$ cat config.mk
export PLATFORM = sky130hd
export DESIGN_NAME = debug_packet_frame_receiver_core
export DESIGN_NICKNAME = d
export VERILOG_FILES = /design/src/design/dpfr_pkg.sv /design/src/design/debug_packet_frame_receiver_core.sv
export SDC_FILE = /design/constraint.sdc
export NUM_CORES = 1
export LEC_CHECK = 0
export ABC_AREA = 1
export ABC_CLOCK_PERIOD_IN_PS = 3950
export CORE_ASPECT_RATIO = 1.25
export CORE_UTILIZATION = 60
export CTS_BUF_LIST = sky130_fd_sc_hd__clkbuf_16
export DETAILED_ROUTE_END_ITERATION = 7
export DONT_BUFFER_PORTS = 1
export PLACE_DENSITY = 0.85
export RECOVER_POWER = 100
export SYNTH_ARGS = -nofsm -noshare
export SYNTH_HDL_FRONTEND = slang
export SYNTH_SLANG_ARGS = --single-unit
export TNS_END_PERCENT = 20
$ cat constraint.sdc
create_clock -name aclk -period 3.95 [get_ports aclk]
set_input_delay 0.1975 -clock aclk [delete_from_list [all_inputs] [get_ports aclk]]
set_output_delay 0.1975 -clock aclk [all_outputs]
set_load 0.02 [all_outputs]
$ cat src/design/dpfr_pkg.sv
package dpfr_pkg;

    // Receiver phase codes
    localparam logic [1:0] PH_HUNT    = 2'd0;
    localparam logic [1:0] PH_PAYLOAD = 2'd1;
    localparam logic [1:0] PH_SUM_HI  = 2'd2;
    localparam logic [1:0] PH_SUM_LO  = 2'd3;

    // Event kinds on the result channel
    localparam logic [1:0] EV_START   = 2'd0;
    localparam logic [1:0] EV_BYTE    = 2'd1;
    localparam logic [1:0] EV_ACK     = 2'd2;
    localparam logic [1:0] EV_NAK     = 2'd3;

    // Framing characters
    localparam logic [7:0] CH_DOLLAR  = 8'h24;
    localparam logic [7:0] CH_HASH    = 8'h23;
    localparam logic [7:0] CH_PLUS    = 8'h2B;
    localparam logic [7:0] CH_MINUS   = 8'h2D;
    localparam logic [7:0] CH_NINE    = 8'h39;
    localparam logic [7:0] CH_ZERO    = 8'h30;
    // 'a' - 10
    localparam logic [7:0] CH_HEX_OFS = 8'h57;

    localparam int unsigned LEN_W     = 9;
    localparam logic [LEN_W-1:0] COUNT_CAP = 9'd511;

    typedef struct packed {
        logic [1:0]       kind;
        logic [7:0]       data;
        logic [LEN_W-1:0] len;
    } result_t;

    // Lower-case-only hex decode; other bytes give whatever the subtraction yields
    function automatic logic [7:0] digit_value(input logic [7:0] b);
        logic [7:0] v;
        if (b <= CH_NINE) begin
            v = b - CH_ZERO;
        end else begin
            v = b - CH_HEX_OFS;
        end
        return v;
    endfunction

endpackage

$ cat src/design/debug_packet_frame_receiver_core.sv
// Debug packet frame receiver.
// Input channel (s_*): one received serial character per transfer on s_tdata.
// Result channel (m_*): zero or one event per input character. m_tuser holds
// the event kind (frame start, payload byte kept, checksum ack, checksum nak);
// m_tdata holds the character ('$', the payload byte, '+' or '-') and the
// number of payload bytes kept in the frame so far.
// Each event is registered (output or skid register) before it shows on m_*.
// Throughput: one character per cycle while s_tready is high; the state update
// is a single short compare/add between the input handshake and the output register.
// A two-entry output stage (output register plus skid register) keeps
// s_tready registered; when the sink stalls, one more event is absorbed by
// the skid register, then s_tready drops until the sink takes a transfer.
// Characters that produce no event never wait on the sink beyond that.
// Reset (aresetn low, synchronous) returns to hunting for '$', clears the
// count, sum and digit state, and empties the output stage.
// Bytes beyond PAYLOAD_MAX (capped at 511) in one frame are dropped silently.
module debug_packet_frame_receiver_core #(
    parameter int unsigned PAYLOAD_MAX = 511
) (
    input  logic        aclk,
    input  logic        aresetn,
    input  logic        s_tvalid,
    output logic        s_tready,
    input  logic [7:0]  s_tdata,   // [7:0] rx_byte
    output logic        m_tvalid,
    input  logic        m_tready,
    output logic [23:0] m_tdata,   // [7:0] data_byte, [16:8] payload_length, [23:17] zero
    output logic [1:0]  m_tuser    // [1:0] event_kind
);

    localparam int unsigned LEN_W = dpfr_pkg::LEN_W;
    localparam logic [LEN_W-1:0] KEEP_CAP =
        (PAYLOAD_MAX < 511) ? LEN_W'(PAYLOAD_MAX) : dpfr_pkg::COUNT_CAP;

    logic [1:0]       phase_reg, phase_next;
    logic [7:0]       sum_reg, sum_next;
    logic [LEN_W-1:0] count_reg, count_next;
    logic [7:0]       hi_digit_reg, hi_digit_next;

    logic               out_valid_reg;
    dpfr_pkg::result_t  out_reg;
    logic               skid_valid_reg;
    dpfr_pkg::result_t  skid_reg;

    logic               accept;
    logic               out_take;
    logic               res_valid;
    dpfr_pkg::result_t  res;
    logic [7:0]         rx_digit;
    logic [7:0]         rx_sum;

    assign s_tready = !skid_valid_reg;
    assign accept   = s_tvalid && s_tready;
    assign out_take = out_valid_reg && m_tready;

    assign m_tvalid = out_valid_reg;
    assign m_tuser  = out_reg.kind;
    assign m_tdata  = {7'd0, out_reg.len, out_reg.data};

    always_comb begin
        phase_next    = phase_reg;
        sum_next      = sum_reg;
        count_next    = count_reg;
        hi_digit_next = hi_digit_reg;
        res_valid     = 1'b0;
        res.kind      = dpfr_pkg::EV_START;
        res.data      = s_tdata;
        res.len       = count_reg;
        rx_digit      = dpfr_pkg::digit_value(s_tdata);
        rx_sum        = hi_digit_reg | rx_digit;
        unique case (phase_reg)
            dpfr_pkg::PH_HUNT: begin
                if (s_tdata == dpfr_pkg::CH_DOLLAR) begin
                    sum_next   = 8'd0;
                    count_next = '0;
                    phase_next = dpfr_pkg::PH_PAYLOAD;
                    res_valid  = 1'b1;
                    res.kind   = dpfr_pkg::EV_START;
                    res.data   = dpfr_pkg::CH_DOLLAR;
                    res.len    = '0;
                end
            end
            dpfr_pkg::PH_PAYLOAD: begin
                if (s_tdata == dpfr_pkg::CH_HASH) begin
                    phase_next = dpfr_pkg::PH_SUM_HI;
                end else if (count_reg < KEEP_CAP) begin
                    count_next = count_reg + 1'b1;
                    sum_next   = sum_reg + s_tdata;
                    res_valid  = 1'b1;
                    res.kind   = dpfr_pkg::EV_BYTE;
                    res.data   = s_tdata;
                    res.len    = count_reg + 1'b1;
                end
            end
            dpfr_pkg::PH_SUM_HI: begin
                hi_digit_next = {rx_digit[3:0], 4'd0};
                phase_next    = dpfr_pkg::PH_SUM_LO;
            end
            dpfr_pkg::PH_SUM_LO: begin
                phase_next = dpfr_pkg::PH_HUNT;
                res_valid  = 1'b1;
                if (rx_sum == sum_reg) begin
                    res.kind = dpfr_pkg::EV_ACK;
                    res.data = dpfr_pkg::CH_PLUS;
                end else begin
                    res.kind = dpfr_pkg::EV_NAK;
                    res.data = dpfr_pkg::CH_MINUS;
                end
            end
            default: begin
                phase_next = dpfr_pkg::PH_HUNT;
            end
        endcase
    end

    always_ff @(posedge aclk) begin
        if (!aresetn) begin
            phase_reg    <= dpfr_pkg::PH_HUNT;
            sum_reg      <= 8'd0;
            count_reg    <= '0;
            hi_digit_reg <= 8'd0;
        end else if (accept) begin
            phase_reg    <= phase_next;
            sum_reg      <= sum_next;
            count_reg    <= count_next;
            hi_digit_reg <= hi_digit_next;
        end
    end

    // Output register plus skid register
    always_ff @(posedge aclk) begin
        if (!aresetn) begin
            out_valid_reg  <= 1'b0;
            skid_valid_reg <= 1'b0;
        end else if (skid_valid_reg) begin
            if (out_take) begin
                out_valid_reg  <= 1'b1;
                skid_valid_reg <= 1'b0;
            end
        end else if (accept && res_valid) begin
            if (out_valid_reg && !m_tready) begin
                skid_valid_reg <= 1'b1;
            end else begin
                out_valid_reg <= 1'b1;
            end
        end else if (out_take) begin
            out_valid_reg <= 1'b0;
        end
    end

    always_ff @(posedge aclk) begin
        if (skid_valid_reg) begin
            if (out_take) begin
                out_reg <= skid_reg;
            end
        end else if (accept && res_valid) begin
            if (out_valid_reg && !m_tready) begin
                skid_reg <= res;
            end else begin
                out_reg <= res;
            end
        end
    end

`ifndef SYNTH
    a_skid_implies_out: assert property (@(posedge aclk) disable iff (!aresetn)
        skid_valid_reg |-> out_valid_reg)
        else $error("skid register holds an event while output register is empty");

    a_count_cap: assert property (@(posedge aclk) disable iff (!aresetn)
        count_reg <= KEEP_CAP)
        else $error("kept count above capacity");

    a_frame_start: assert property (@(posedge aclk) disable iff (!aresetn)
        accept && phase_reg == dpfr_pkg::PH_HUNT && s_tdata == dpfr_pkg::CH_DOLLAR
        |=> phase_reg == dpfr_pkg::PH_PAYLOAD && count_reg == '0 && sum_reg == 8'd0)
        else $error("frame start did not clear count and sum");

    a_count_step: assert property (@(posedge aclk) disable iff (!aresetn)
        accept && phase_reg == dpfr_pkg::PH_PAYLOAD && s_tdata != dpfr_pkg::CH_HASH
        && count_reg < KEEP_CAP
        |=> count_reg == $past(count_reg) + 1'b1)
        else $error("kept count did not advance on a kept byte");
`endif

endmodule
[Yosys cells after proc, flatten, opt, wreduce, memory -nomap -nowiden]
Cells that the tools add are included.
W data, S select, Z words.
Word-level totals
  register bits after elaboration: 63
  input bits: 12
  output and inout port bits: 28
  word-level logic and storage cells: 84
Operators by class
  $add $sub $neg: 4
  magnitude comparators: 2
  equal/unequal tests: 13
  muxes and demuxes: 35
  bitwise logic cells: 2
  reductions and logical operators: 16
Operators by type and width (number)
  $mux W19: 4
  $mux W18: 2
  $mux W9: 4
  $pmux W9 S2: 2
  $mux W8: 4
  $pmux W10 S3: 1
  $mux W17: 1
  $eq A8 B6 Y1 const B: 2
  $pmux W8 S2: 1
  $mux W1: 12
  $reduce_and A3 Y1: 4
  $ne A2 B2 Y1 const B: 5
  $add A9 B1 Y9 const B: 1
  $lt A9 B9 Y1 const B: 1
  $add A8 B8 Y8: 1
  $eq A8 B8 Y1: 1
  $le A8 B6 Y1 const B: 1
  $or A8 B8 Y8: 1
  $pmux W2 S4: 1
  $sub A8 B6 Y8 const B: 1
  $sub A8 B7 Y8 const B: 1
  $reduce_bool A2 Y1: 3
  $reduce_and A5 Y1: 1
  $eq A2 B2 Y1 const B: 2
  other kinds (10): 15

[Depth between registers and ports, before layout]
Gate-level depths: netlist of the first run.
  depth after elaboration: 9
  gate-level depth with buffers: 16
  gate-level depth less buffers: 16

[Worst setup path after synthesis of the first run]
Ideal clock, no wire load.
  path type: input to register
  from: input s_tdata[4]
  to: register out_reg (netlist bit m_tdata[0]) (enable)
  library setup time: 0.425 ns
  arrival time: 2.825 ns
  data required time: 3.525 ns
  path slack: 0.700 ns
  stages: 10
  path through: inv_1 -> ha_1 -> and3_4 -> nand3_1 -> nand2_1 -> nor2_1 -> nor2_1 -> nor3_1 -> inv_1 -> a211oi_1
On the way
  word-level cells in the longest chain between the ends: 6
RTL lines
  from (decl): line debug_packet_frame_receiver_core.sv:24  | input logic [7:0] s_tdata,
  $eq A8 B6 Y1 (on tied branches): line debug_packet_frame_receiver_core.sv:84, debug_packet_frame_receiver_core.sv:73
  $mux W1 (on tied branches): line debug_packet_frame_receiver_core.sv:84, debug_packet_frame_receiver_core.sv:73
  $pmux W1 S3 *: line debug_packet_frame_receiver_core.sv:71  | unique case (phase_reg)
  $logic_and A1 B1 Y1 *: line debug_packet_frame_receiver_core.sv:156  | end else if (accept && res_valid) begin
  $reduce_bool A2 Y1 (no line) *
  $reduce_and A3 Y1 (no line) *
  to (signal assigned): line debug_packet_frame_receiver_core.sv:154  | out_reg <= skid_reg;
  to (signal assigned): line debug_packet_frame_receiver_core.sv:160  | out_reg <= res;
  to (decl): line debug_packet_frame_receiver_core.sv:41  | dpfr_pkg::result_t out_reg;
Mark *: on every way between the ends. The rest lies on a longest branch, timed or not.
A chain may end at the register's enable or synchronous reset.

[Worst setup path after layout of the first run]
  from: register skid_valid_reg
  to: register out_reg (netlist bit m_tdata[2]) (enable)
On the way
  word-level cells in the longest chain between the ends: 5
RTL lines
  from (decl): line debug_packet_frame_receiver_core.sv:42  | logic skid_valid_reg;
  from (signal assigned): line debug_packet_frame_receiver_core.sv:134  | skid_valid_reg <= 1'b0;
  from (signal assigned): line debug_packet_frame_receiver_core.sv:138  | skid_valid_reg <= 1'b0;
  from (signal assigned): line debug_packet_frame_receiver_core.sv:142  | skid_valid_reg <= 1'b1;
  $logic_not A1 Y1: line debug_packet_frame_receiver_core.sv:52  | assign s_tready = !skid_valid_reg;
  $logic_and A1 B1 Y1: line debug_packet_frame_receiver_core.sv:53  | assign accept = s_tvalid && s_tready;
  $logic_and A1 B1 Y1: line debug_packet_frame_receiver_core.sv:156
  $reduce_bool A2 Y1 (no line)
  $reduce_and A3 Y1 (no line) *
Marks and branches as above.

==> results of run 1 <==
## kinds of logic (layout without fill, tap and decap cells)
family,count (synthesis),in the layout
buf+inv,78,82
xor+xnor,11,11
simple gates,241,241
compound gates,64,64
other cells,1,7
flops,63,63
fa+ha+maj,20,20
## metrics by stage
stage	instance area [um2]	total power [mW]	util [%]	hold WS, ps	cells
final	4120	1.68	67.2	10.3	573
after global routing	4120	1.74	67.2	23.2	573
after CTS	4160	1.69	67.9	3.03	573
after detailed placement	3840	0.912	62.6	323	555
after global placement	3840	0.906	62.6	320	555
after floorplan	3820	0.885	-	315	484
## power groups by stage
stage          clock (mW)  sequential [mW]  combinational (mW)
5_1_grt             0.817            0.732               0.195
6_report            0.779            0.730               0.170
3_3_place_gp            0            0.743               0.163
3_5_place_dp            0            0.744               0.168
4_1_cts             0.788            0.730               0.173
2_1_floorplan           0            0.742               0.142
## synthesized netlist by cell type
master | n | area [um2]
a211oi_1 | 2 | 15.0
a21oi_1 | 21 | 105
a21oi_2 | 9 | 78.8
a31oi_1 | 1 | 6.26
a41oi_1 | 1 | 8.76
and3_1 | 1 | 6.26
and3_4 | 1 | 11.3
buf_1 | 1 | 3.75
buf_12 | 1 | 20.0
buf_2 | 2 | 10.0
buf_4 | 7 | 52.6
clkbuf_1 | 5 | 18.8
conb_1 | 1 | 3.75
dfxtp_1 | 25 | 500
edfxtp_1 | 38 | 1140
fa_1 | 1 | 20.0
ha_1 | 19 | 238
inv_1 | 62 | 233
nand2_1 | 157 | 589
nand2_2 | 10 | 62.6
nand2_4 | 1 | 11.3
nand3_1 | 30 | 150
nand3_2 | 1 | 10.0
nand3b_1 | 4 | 30.0
nand4_1 | 6 | 37.5
nor2_1 | 20 | 75.1
nor2_2 | 1 | 6.26
nor2_4 | 1 | 11.3
nor2_8 | 1 | 20.0
nor3_1 | 3 | 15.0
nor3_4 | 1 | 16.3
o211ai_1 | 1 | 7.51
o21a_1 | 1 | 7.51
o21ai_0 | 21 | 105
o21ai_2 | 1 | 8.76
o21bai_1 | 1 | 7.51
o22ai_1 | 2 | 12.5
o31ai_1 | 3 | 22.5
or2_2 | 3 | 18.8
xnor2_1 | 1 | 8.76
xor2_1 | 10 | 87.6
## metal layers
| layer | wire length, um | vias to the layer above |
|---|---|---|
| li1 | - | 1563 |
| met1 | 3240 | 1390 |
| met5 | 0 | - |
| met2 | 3810 | 90 |
| met4 | 178 | 0 |
| met3 | 413 | 15 |
## worst reg2reg max path, stage by stage (launching register included)
cell and delay (ps):
dfxtp_1 510, inv_1 160, clkbuf_1 820, a21oi_1 170, a211oi_2 200, clkbuf_1 720
## cell type report
| class | instances | area (um2) | area share (%) |
|---|---|---|---|
| Clock inverter | 7 | 73.8 | 1.79 |
| Sequential cell | 63 | 1640 | 39.9 |
| Multi-Input combinational cell | 343 | 1810 | 43.9 |
| Timing Repair Buffer | 4 | 27.5 | 0.669 |
| Tap cell | 85 | 106 | 2.58 |
| Clock buffer | 9 | 225 | 5.47 |
| Inverter | 62 | 233 | 5.66 |
## worst min-delay path by stage
stage	start	end	slack, ps	depth (start not counted)
6_report	aresetn	phase_reg[1]	10	2
5_1_grt	aresetn	phase_reg[1]	20	2
4_1_cts	aresetn	phase_reg[1]	3	2
3_5_place_dp	aresetn	skid_valid_reg	320	1
3_3_place_gp	aresetn	skid_valid_reg	320	1
2_1_floorplan	aresetn	skid_valid_reg	320	1
==> impl_metrics.ini, run 1 <==
[routing]
ant_nets = 0
wire_per_inst_um = 13.3
drtIter0Drc = 162
routed_wl_mm = 7.64
num_vias = 3058
drt-pass1-iter-count = 4
drc = 0
vias_per_cell = 5.34

[synthesis]
synth_area_per_cell_um2 = 7.94
synth_top_family_by_area = simple AND/OR/NAND/NOR gates
synth_fa_ha_area_share_pct = 6.79
ys_seq_area_share_pct = 43.3
syn_area_mm2 = 0.00379
ys_warn_count = 0
synthSimpleGateAreaFrac_pct = 28.2
synthMuxAreaShare_pct = 0
synth_compound_area_share_pct = 10.2
yosys_register_bits = 63
netlist_instances = 478
synthXorXnorAreaFrac_pct = 2.54
synthDistinctLibCells = 41

[timing]
relSlewSlack_pct = 27.8
drv_slew = 0
setup_viol_count_final = 0
hold_viol = 0
fmax_mhz = 339
final.period_utilization_pct = 74.7
rsz0062_at_grt = no
skew_ps = 5.61
worst_pin_slew_ps = 1080
fin_crit_ps = 2950
fin_ws_ps = 998
setup_tns_ps = 0

[placement]
place.gp.congestion = 0.904
place_ws_ps = 1530
hpwl_mm = 5.60
place.port_buffers = 0

[finish]
layout_commonest_cell = nand2_1
n_fill_cell = 485
largest_reg_flops = 19
nets = 515
syn2layout_area_growth_pct = 8.48
layout-drive-gt1-share_pct = 7.58
mostFrequentLayoutCells = 162 x nand2_1, 62 x inv_1, 38 x edfxtp_1
num_antenna_cells = 0

[setup_path]
crit_start = skid_valid_reg
r2r_slack_ps = 1000
cp_data_arrival_time_ps = 2910
path_delay_family = buffers and inverters
cp_slowest_stage_delay_ps = 820
path_cells = inv_1 -> clkbuf_1 -> a21oi_1 -> a211oi_2 -> clkbuf_1
cp.depth = 5
r2r-end = m_tdata[2]
path_buf_inv = 3
cp-end-kind = flip-flop
cp_data_required_time_ps = 3900
cp_max_fo = 22
r2r-start = skid_valid_reg
rr_worst_depth = 5
crit_type = reg2reg
endpoint = m_tdata[2]
path_common_cell = clkbuf_1
start_kind = flip-flop
cpMaxStageDelayCell = clkbuf_1

[global_routing]
grt_usage_pct = 26.3
busiest_layer = met2
grt_pass1_vias = 3014
grt_max_degree = 23
globalRouteMet1Util_pct = 30.7
antenna_found_initial = 0
grt_overflow_total = 0
grt_pass1_wl_mm = 13.4
gr-usage-met2_pct = 44.5
grtUsageMet3_pct = 6.70

[clock_network]
cts-root-buf = clkbuf_16
post-cts-setup-buffers = 0
cts_resized = 0
cts_buffer_depth = 2
htreeDepth = 3
cts_hold_buffers = 2
cts-buffers-inserted = 9
cts_tree = built
clkTransAtPathRegs_ps = 60
clkLatencyLatePin_ps = 330
cts_sinks = 63

[job]
maxCapViolCount = 0

[power]
swShare_pct = 25.4
switchingPower_mw = 0.427
power_frac_seq_pct = 43.5
ir_drop_mv = 0.255
p_comb_share_pct = 10.1
pwr-share-clk_pct = 46.4
p_per_area_mw_per_mm2 = 408
p_int_mw = 1.25
leakage_nw = 1.83

[die]
initial_utilization_pct = 61.9
dieHeight_um = 90.9
io_pins = 40
core_mm2 = 0.00613
dieWidth_um = 73.1
die_area_mm2 = 0.00665
num_rows = 32

[min_path]
min_path_type = in2reg

[outcome]
status = complete, no violations
Note: power is estimated with default switching activity, not from simulation.
==> inputs of run 2 (changes only) <==
--- a/config.mk
+++ b/config.mk
@@ -6,7 +6,7 @@
 export NUM_CORES = 1
 export LEC_CHECK = 0
 export ABC_AREA = 1
-export ABC_CLOCK_PERIOD_IN_PS = 3950
+export ABC_CLOCK_PERIOD_IN_PS = 3100
 export CORE_ASPECT_RATIO = 1.25
 export CORE_UTILIZATION = 60
 export CTS_BUF_LIST = sky130_fd_sc_hd__clkbuf_16
==> constraint.sdc (replaced) <==
create_clock -name aclk -period 3.1 [get_ports aclk]
set_input_delay 0.155 -clock aclk [delete_from_list [all_inputs] [get_ports aclk]]
set_output_delay 0.155 -clock aclk [all_outputs]
set_load 0.02 [all_outputs]
==> run 2 against run 1 <==
  * Worst hold slack better by 62 ps
  * Non-clock buffer count unchanged
  * Total power up 22%
  * Cell count unchanged
  * Critical endpoint is now m_tdata[4]
  * Register-to-register slack worse by 500 ps
  * Final area down 0.79%
  * Utilization down 0.53 points
  * Largest cell class unchanged
  * Clock skew about the same
  * Critical path depth up 4
==> impl_metrics.ini, run 2 (synthesis gave the netlist of run 1 again) <==
[clock_network]
cts_sinks = 63
clkTransAtPathRegs_ps = 50
cts_buffer_depth = 2
cts-buffers-inserted = 9
cts_tree = built
cts-root-buf = clkbuf_16
htreeDepth = 3
clkLatencyLatePin_ps = 330

[setup_path]
cp-end-kind = flip-flop
cp_slowest_stage_delay_ps = 420
cp_data_arrival_time_ps = 2590
path_common_cell = inv_1
cpMaxStageDelayCell = clkbuf_2
path_buf_inv = 4
cp_data_required_time_ps = 3080
crit_type = reg2reg
start_kind = flip-flop
cp_max_fo = 19
path_cells = inv_1 -> ha_1 -> inv_1 -> nor2_1 -> nor2_1 -> nor3_1 -> inv_1 -> a211oi_1 -> clkbuf_2
path_delay_family = buffers and inverters

[routing]
routed_wl_mm = 7.52
wire_per_inst_um = 13.1
drc = 0
drt-pass1-iter-count = 4
num_vias = 3077
vias_per_cell = 5.37
drtIter0Drc = 169
ant_nets = 0

[timing]
final.period_utilization_pct = 84.1
fmax_mhz = 384
drv_slew = 0
hold_viol = 0
rsz0062_at_grt = no
relSlewSlack_pct = 29.0
fin_crit_ps = 2610
fin_ws_ps = 494
worst_pin_slew_ps = 1070
skew_ps = 5.67
setup_tns_ps = 0
setup_viol_count_final = 0
holdWs_ps = 72.3

[placement]
dp.cells = 556
hpwl_mm = 5.52
place.port_buffers = 0
placed_cell_area_mm2 = 0.00384
place_ws_ps = 648
place.gp.congestion = 0.928

[die]
core_mm2 = 0.00613
initial_utilization_pct = 61.9
dieWidth_um = 73.1
dieHeight_um = 90.9
die_area_mm2 = 0.00665
io_pins = 40
num_rows = 32

[global_routing]
grt_overflow_total = 0
grt_pass1_vias = 3013
grt_usage_pct = 25.8
grt_max_degree = 22
antenna_found_initial = 0
grt_pass1_wl_mm = 13.2

[finish]
design_area_mm2 = 0.00408
mostFrequentLayoutCells = 165 x nand2_1, 62 x inv_1, 38 x edfxtp_1
layout-drive-gt1-share_pct = 7.38
layout_commonest_cell = nand2_1
instances_no_fill = 573
num_antenna_cells = 0
largest_reg_flops = 19
syn2layout_area_growth_pct = 7.62
nets = 515

[min_path]
min_path_type = in2reg

[power]
leakage_nw = 1.81
p_int_mw = 1.51
switchingPower_mw = 0.543
p_comb_share_pct = 10.7
pwr-share-clk_pct = 43.9
swShare_pct = 26.5
p_per_area_mw_per_mm2 = 502
ir_drop_mv = 0.365
power_frac_seq_pct = 45.4

[outcome]
status = complete, no violations

[job]
maxCapViolCount = 0
-- run 2: changes by cell type in the layout (fill, tap and decap cells not counted), sizes merged --
cell	delta
bufinv	-1
dlygate4sd3	-1
clkinv	+1
buf	+1
-- run 2: layer usage --
metal	wire (um)	part of all wire (%)	vias up	GRT usage [%]
li1	-	-	1553	-
met1	3260	43	1412	31.9
met2	3710	49	94	40.9
met3	339	4.5	18	6.81
met4	216	2.9	0	13.1
met5	0	0	-	0
-- run 2: path summary, 6_finish.rpt --
path,from,end,slack [ps],cells after the start
worst max-delay path,phase_reg[1],m_tdata[4],490,9
worst min-delay path,s_tdata[2],skid_reg[11],70,2
worst max register to register,phase_reg[1],m_tdata[4],490,9
worst min register to register,sum_reg[4],sum_reg[4],500,2
-- run 2: power groups by stage --
stage	sequential, mW	combinational [mW]	clock, mW
after floorplan	0.946	0.182	0
after detailed placement	0.947	0.215	0
final	0.930	0.219	0.900
after global routing	0.932	0.249	0.945
after CTS	0.930	0.219	0.913
after global placement	0.947	0.208	0
-- run 2: area by class of cell --
cell class / count / area [um2]
clock buffer: 9 / 225
clock inverter: 7 / 40.0
sequential: 63 / 1640
fill: 481 / 2040
inverter: 62 / 233
timing repair buffer: 4 / 26.3
multi-input combinational: 343 / 1810
tap: 85 / 106
-- run 2: metrics by stage --
| stage | utilization [%] | total power, mW |
|---|---|---|
| 2_1_floorplan | - | 1.13 |
| 3_3_place_gp | 62.8 | 1.15 |
| 3_5_place_dp | 62.8 | 1.16 |
| 4_1_cts | 67.3 | 2.06 |
| 5_1_grt | 66.6 | 2.13 |
| 6_report | 66.6 | 2.05 |
-- run 2: timing repair --
action / in CTS / in global routing
hold buffers: 1 / 0
resized for setup: 0 / 0
endpoints found under the hold margin: 5 / 0
buffers inserted: 0 / 0
==> inputs of run 3 (changes only) <==
--- a/config.mk
+++ b/config.mk
@@ -5,10 +5,10 @@
 export SDC_FILE = /design/constraint.sdc
 export NUM_CORES = 1
 export LEC_CHECK = 0
-export ABC_AREA = 1
-export ABC_CLOCK_PERIOD_IN_PS = 3100
+export ABC_AREA = 0
+export ABC_CLOCK_PERIOD_IN_PS = 2300
 export CORE_ASPECT_RATIO = 1.25
-export CORE_UTILIZATION = 60
+export CORE_UTILIZATION = 58
 export CTS_BUF_LIST = sky130_fd_sc_hd__clkbuf_16
 export DETAILED_ROUTE_END_ITERATION = 7
 export DONT_BUFFER_PORTS = 1
==> constraint.sdc (replaced) <==
create_clock -name aclk -period 2.3 [get_ports aclk]
set_input_delay 0.115 -clock aclk [delete_from_list [all_inputs] [get_ports aclk]]
set_output_delay 0.115 -clock aclk [all_outputs]
set_load 0.02 [all_outputs]
==> run 3 against run 2 <==
  * Clock skew rose by 3.8 ps
  * Clock power increased by 50%
  * Total power increased by 32%
  * Combinational power fell by 27%
  * Count of clock-buffer cells in the layout is the same
  * Critical path type unchanged
  * Cell count decreased by 17%
  * Sequential power is 28% higher
  * Critical path depth down 2
  * Critical endpoint is now m_tdata[14]
  * Highest routed layer unchanged
  * Sequential share of layout area shrank 1.8 points
  * Final area grew 4.6%
==> impl_metrics.ini, run 3 <==
[global_routing]
grt_pass1_wl_mm = 14.8
antenna_found_initial = 0
grt_pass1_vias = 3030
grt_overflow_total = 0
grt_max_degree = 23
grt_usage_pct = 28.1

[setup_path]
cp_data_required_time_ps = 2500
cp_max_fo = 8
start_kind = flip-flop
cp-end-kind = flip-flop
path_cells = inv_1 -> ha_2 -> a21bo_1 -> nor2_1 -> a41oi_1 -> a31oi_1 -> mux2_2
cp_slowest_stage_delay_ps = 350
cp_data_arrival_time_ps = 2370
cpMaxStageDelayCell = nor2_1
crit_type = reg2reg

[routing]
drtIter0Drc = 257
vias_per_cell = 6.35
drc = 0
drt-pass1-iter-count = 5
ant_nets = 0
wire_per_inst_um = 18.6
routed_wl_mm = 8.87
num_vias = 3027

[job]
maxCapViolCount = 0

[timing]
hold_viol = 0
worst_pin_slew_ps = 772
final.period_utilization_pct = 94.6
fin_crit_ps = 2180
setup_tns_ps = 0
fmax_mhz = 459
skew_ps = 9.52
drv_slew = 0
relSlewSlack_pct = 48.5
holdWs_ps = 8.51
rsz0062_at_grt = no
setup_viol_count_final = 0

[clock_network]
cts_tree = built
clkLatencyLatePin_ps = 330
cts_buffer_depth = 2
htreeDepth = 3
cts_sinks = 63
cts-root-buf = clkbuf_16
clkTransAtPathRegs_ps = 60
cts-buffers-inserted = 9

[synthesis]
synthArstFlopShare_pct = 0
ys.flop_type = edfxtp_1
synthDistinctLibCells = 74
ys_warn_count = 0
synthTopCellsByCount = 38 x edfxtp_1, 33 x nor2_1, 25 x dfxtp_1, 24 x nand2_1, 20 x a21oi_1
netlist_instances = 383
yosys_register_bits = 63
synth.most_common_cell = edfxtp_1
synth_edf_count = 38
synth.area.top_cells = edfxtp_1 30%, dfxtp_1 13%, ha_1 6.2%
synth_area_per_cell_um2 = 10.1
ys_seq_area_share_pct = 42.6
synth_top_cell_area_share_pct = 29.6
synth_top_area_cell = edfxtp_1
syn_area_mm2 = 0.00385

[die]
initial_utilization_pct = 61.3
dieWidth_um = 74.9
num_rows = 32
die_area_mm2 = 0.00697
dieHeight_um = 93.1
io_pins = 40
core_mm2 = 0.00629

[finish]
largest_reg_flops = 19
syn2layout_area_growth_pct = 10.8
nets = 419
mostFrequentLayoutCells = 38 x edfxtp_1, 33 x nor2_1, 25 x dfxtp_1
layout-drive-gt1-share_pct = 15.3
num_antenna_cells = 0
layout_commonest_cell = edfxtp_1

[power]
p_per_area_mw_per_mm2 = 632
leakage_nw = 1.67
ir_drop_mv = 0.567

[placement]
place.port_buffers = 0
hpwl_mm = 6.18
place.gp.congestion = 0.928

[min_path]
min_path_type = in2reg

[outcome]
status = complete, no violations
==> run 3: cell count changes after synthesis, moves of 6 or more <==
| cell | delta |
|---|---|
| nor2_1 | +13 |
| nand2_1 | -133 |
| o21ai_0 | -8 |
| and2_1 | +7 |
| mux2_2 | +18 |
| a22oi_1 | +9 |
| nand2_2 | -9 |
| nand3_1 | -18 |
| xor2_1 | -7 |
| inv_1 | -46 |
| a21oi_2 | -9 |
| o211ai_1 | +6 |
| nand2b_1 | +7 |
==> run 3: stage by stage <==
step	total power [mW]	area [um2]	setup slack, ps	instances	util, %
after floorplan	1.36	3890	65.2	389	-
after global placement	1.37	3950	137	460	62.8
after detailed placement	1.37	3950	67.9	460	62.8
after CTS	2.71	4260	117	477	67.7
after global routing	2.78	4270	25.3	477	67.9
final	2.70	4270	124	477	67.9
==> run 3: where the power goes <==
group	switching [mW]	total, mW	internal [mW]	leakage [nW]
sequential	0.00152	1.19	1.19	0.568
clock	0.510	1.35	0.838	0.132
combinational	0.0907	0.159	0.0678	0.968
==> run 3: cell type report <==
| type | instances | area, um2 |
|---|---|---|
| Fill cell | 470 | 2020 |
| Tap cell | 85 | 106 |
| Multi-Input combinational cell | 286 | 2070 |
| Clock buffer | 9 | 225 |
| Sequential cell | 63 | 1640 |
| Inverter | 17 | 63.8 |
| Clock inverter | 7 | 72.6 |
| Timing Repair Buffer | 10 | 87.6 |
==> run 3: cells by family (layout without fill, tap and decap cells) <==
family	Yosys count	count (layout)	share of synthesized area [%]
xor gates and xnor gates	10	10	2.63
adders and majority gates	20	20	6.69
buffers and inverters	40	43	4.97
AOI/OAI and AO/OA	102	102	19.1
other	1	7	0.0973
and+or+nand+nor	124	124	17.3
DFF	63	63	42.6
muxes	23	23	6.56
==> run 3: what timing repair did <==
| item | 4_1_cts | 5_1_grt |
|---|---|---|
| setup endpoints to repair | 0 | 26 |
| resized for setup | 0 | 5 |
| hold endpoints to repair | 3 | 0 |
| setup buffers | 0 | 0 |
| hold buffers | 1 | 0 |
==> run 3: layer usage <==
layer / wire length [um] / vias to the layer above / global-route usage, %
li1: - / 1425 / -
met1: 3630 / 1448 / 34.5
met2: 4500 / 138 / 46.5
met3: 547 / 16 / 6.25
met4: 187 / 0 / 12.4
met5: 0 / - / 0
==> run 3: worst max-delay path: cells and delay by family (launching register included) <==
family	cells	cell delay, ps
AOI/OAI and AO/OA	3	780
adders and majority gates	1	260
buffers and inverters	1	90
DFF	1	340
muxes	1	240
and+or+nand+nor	1	350
==> run 3: worst paths after layout <==
kind	start	to	slack, ps	cells after the start
worst min register to register	hi_digit_reg[5]	hi_digit_reg[5]	530	2
worst max register to register	phase_reg[1]	m_tdata[14]	120	7
worst min-delay path	s_tdata[2]	hi_digit_reg[6]	9	2
worst max-delay path	phase_reg[1]	m_tdata[14]	120	7
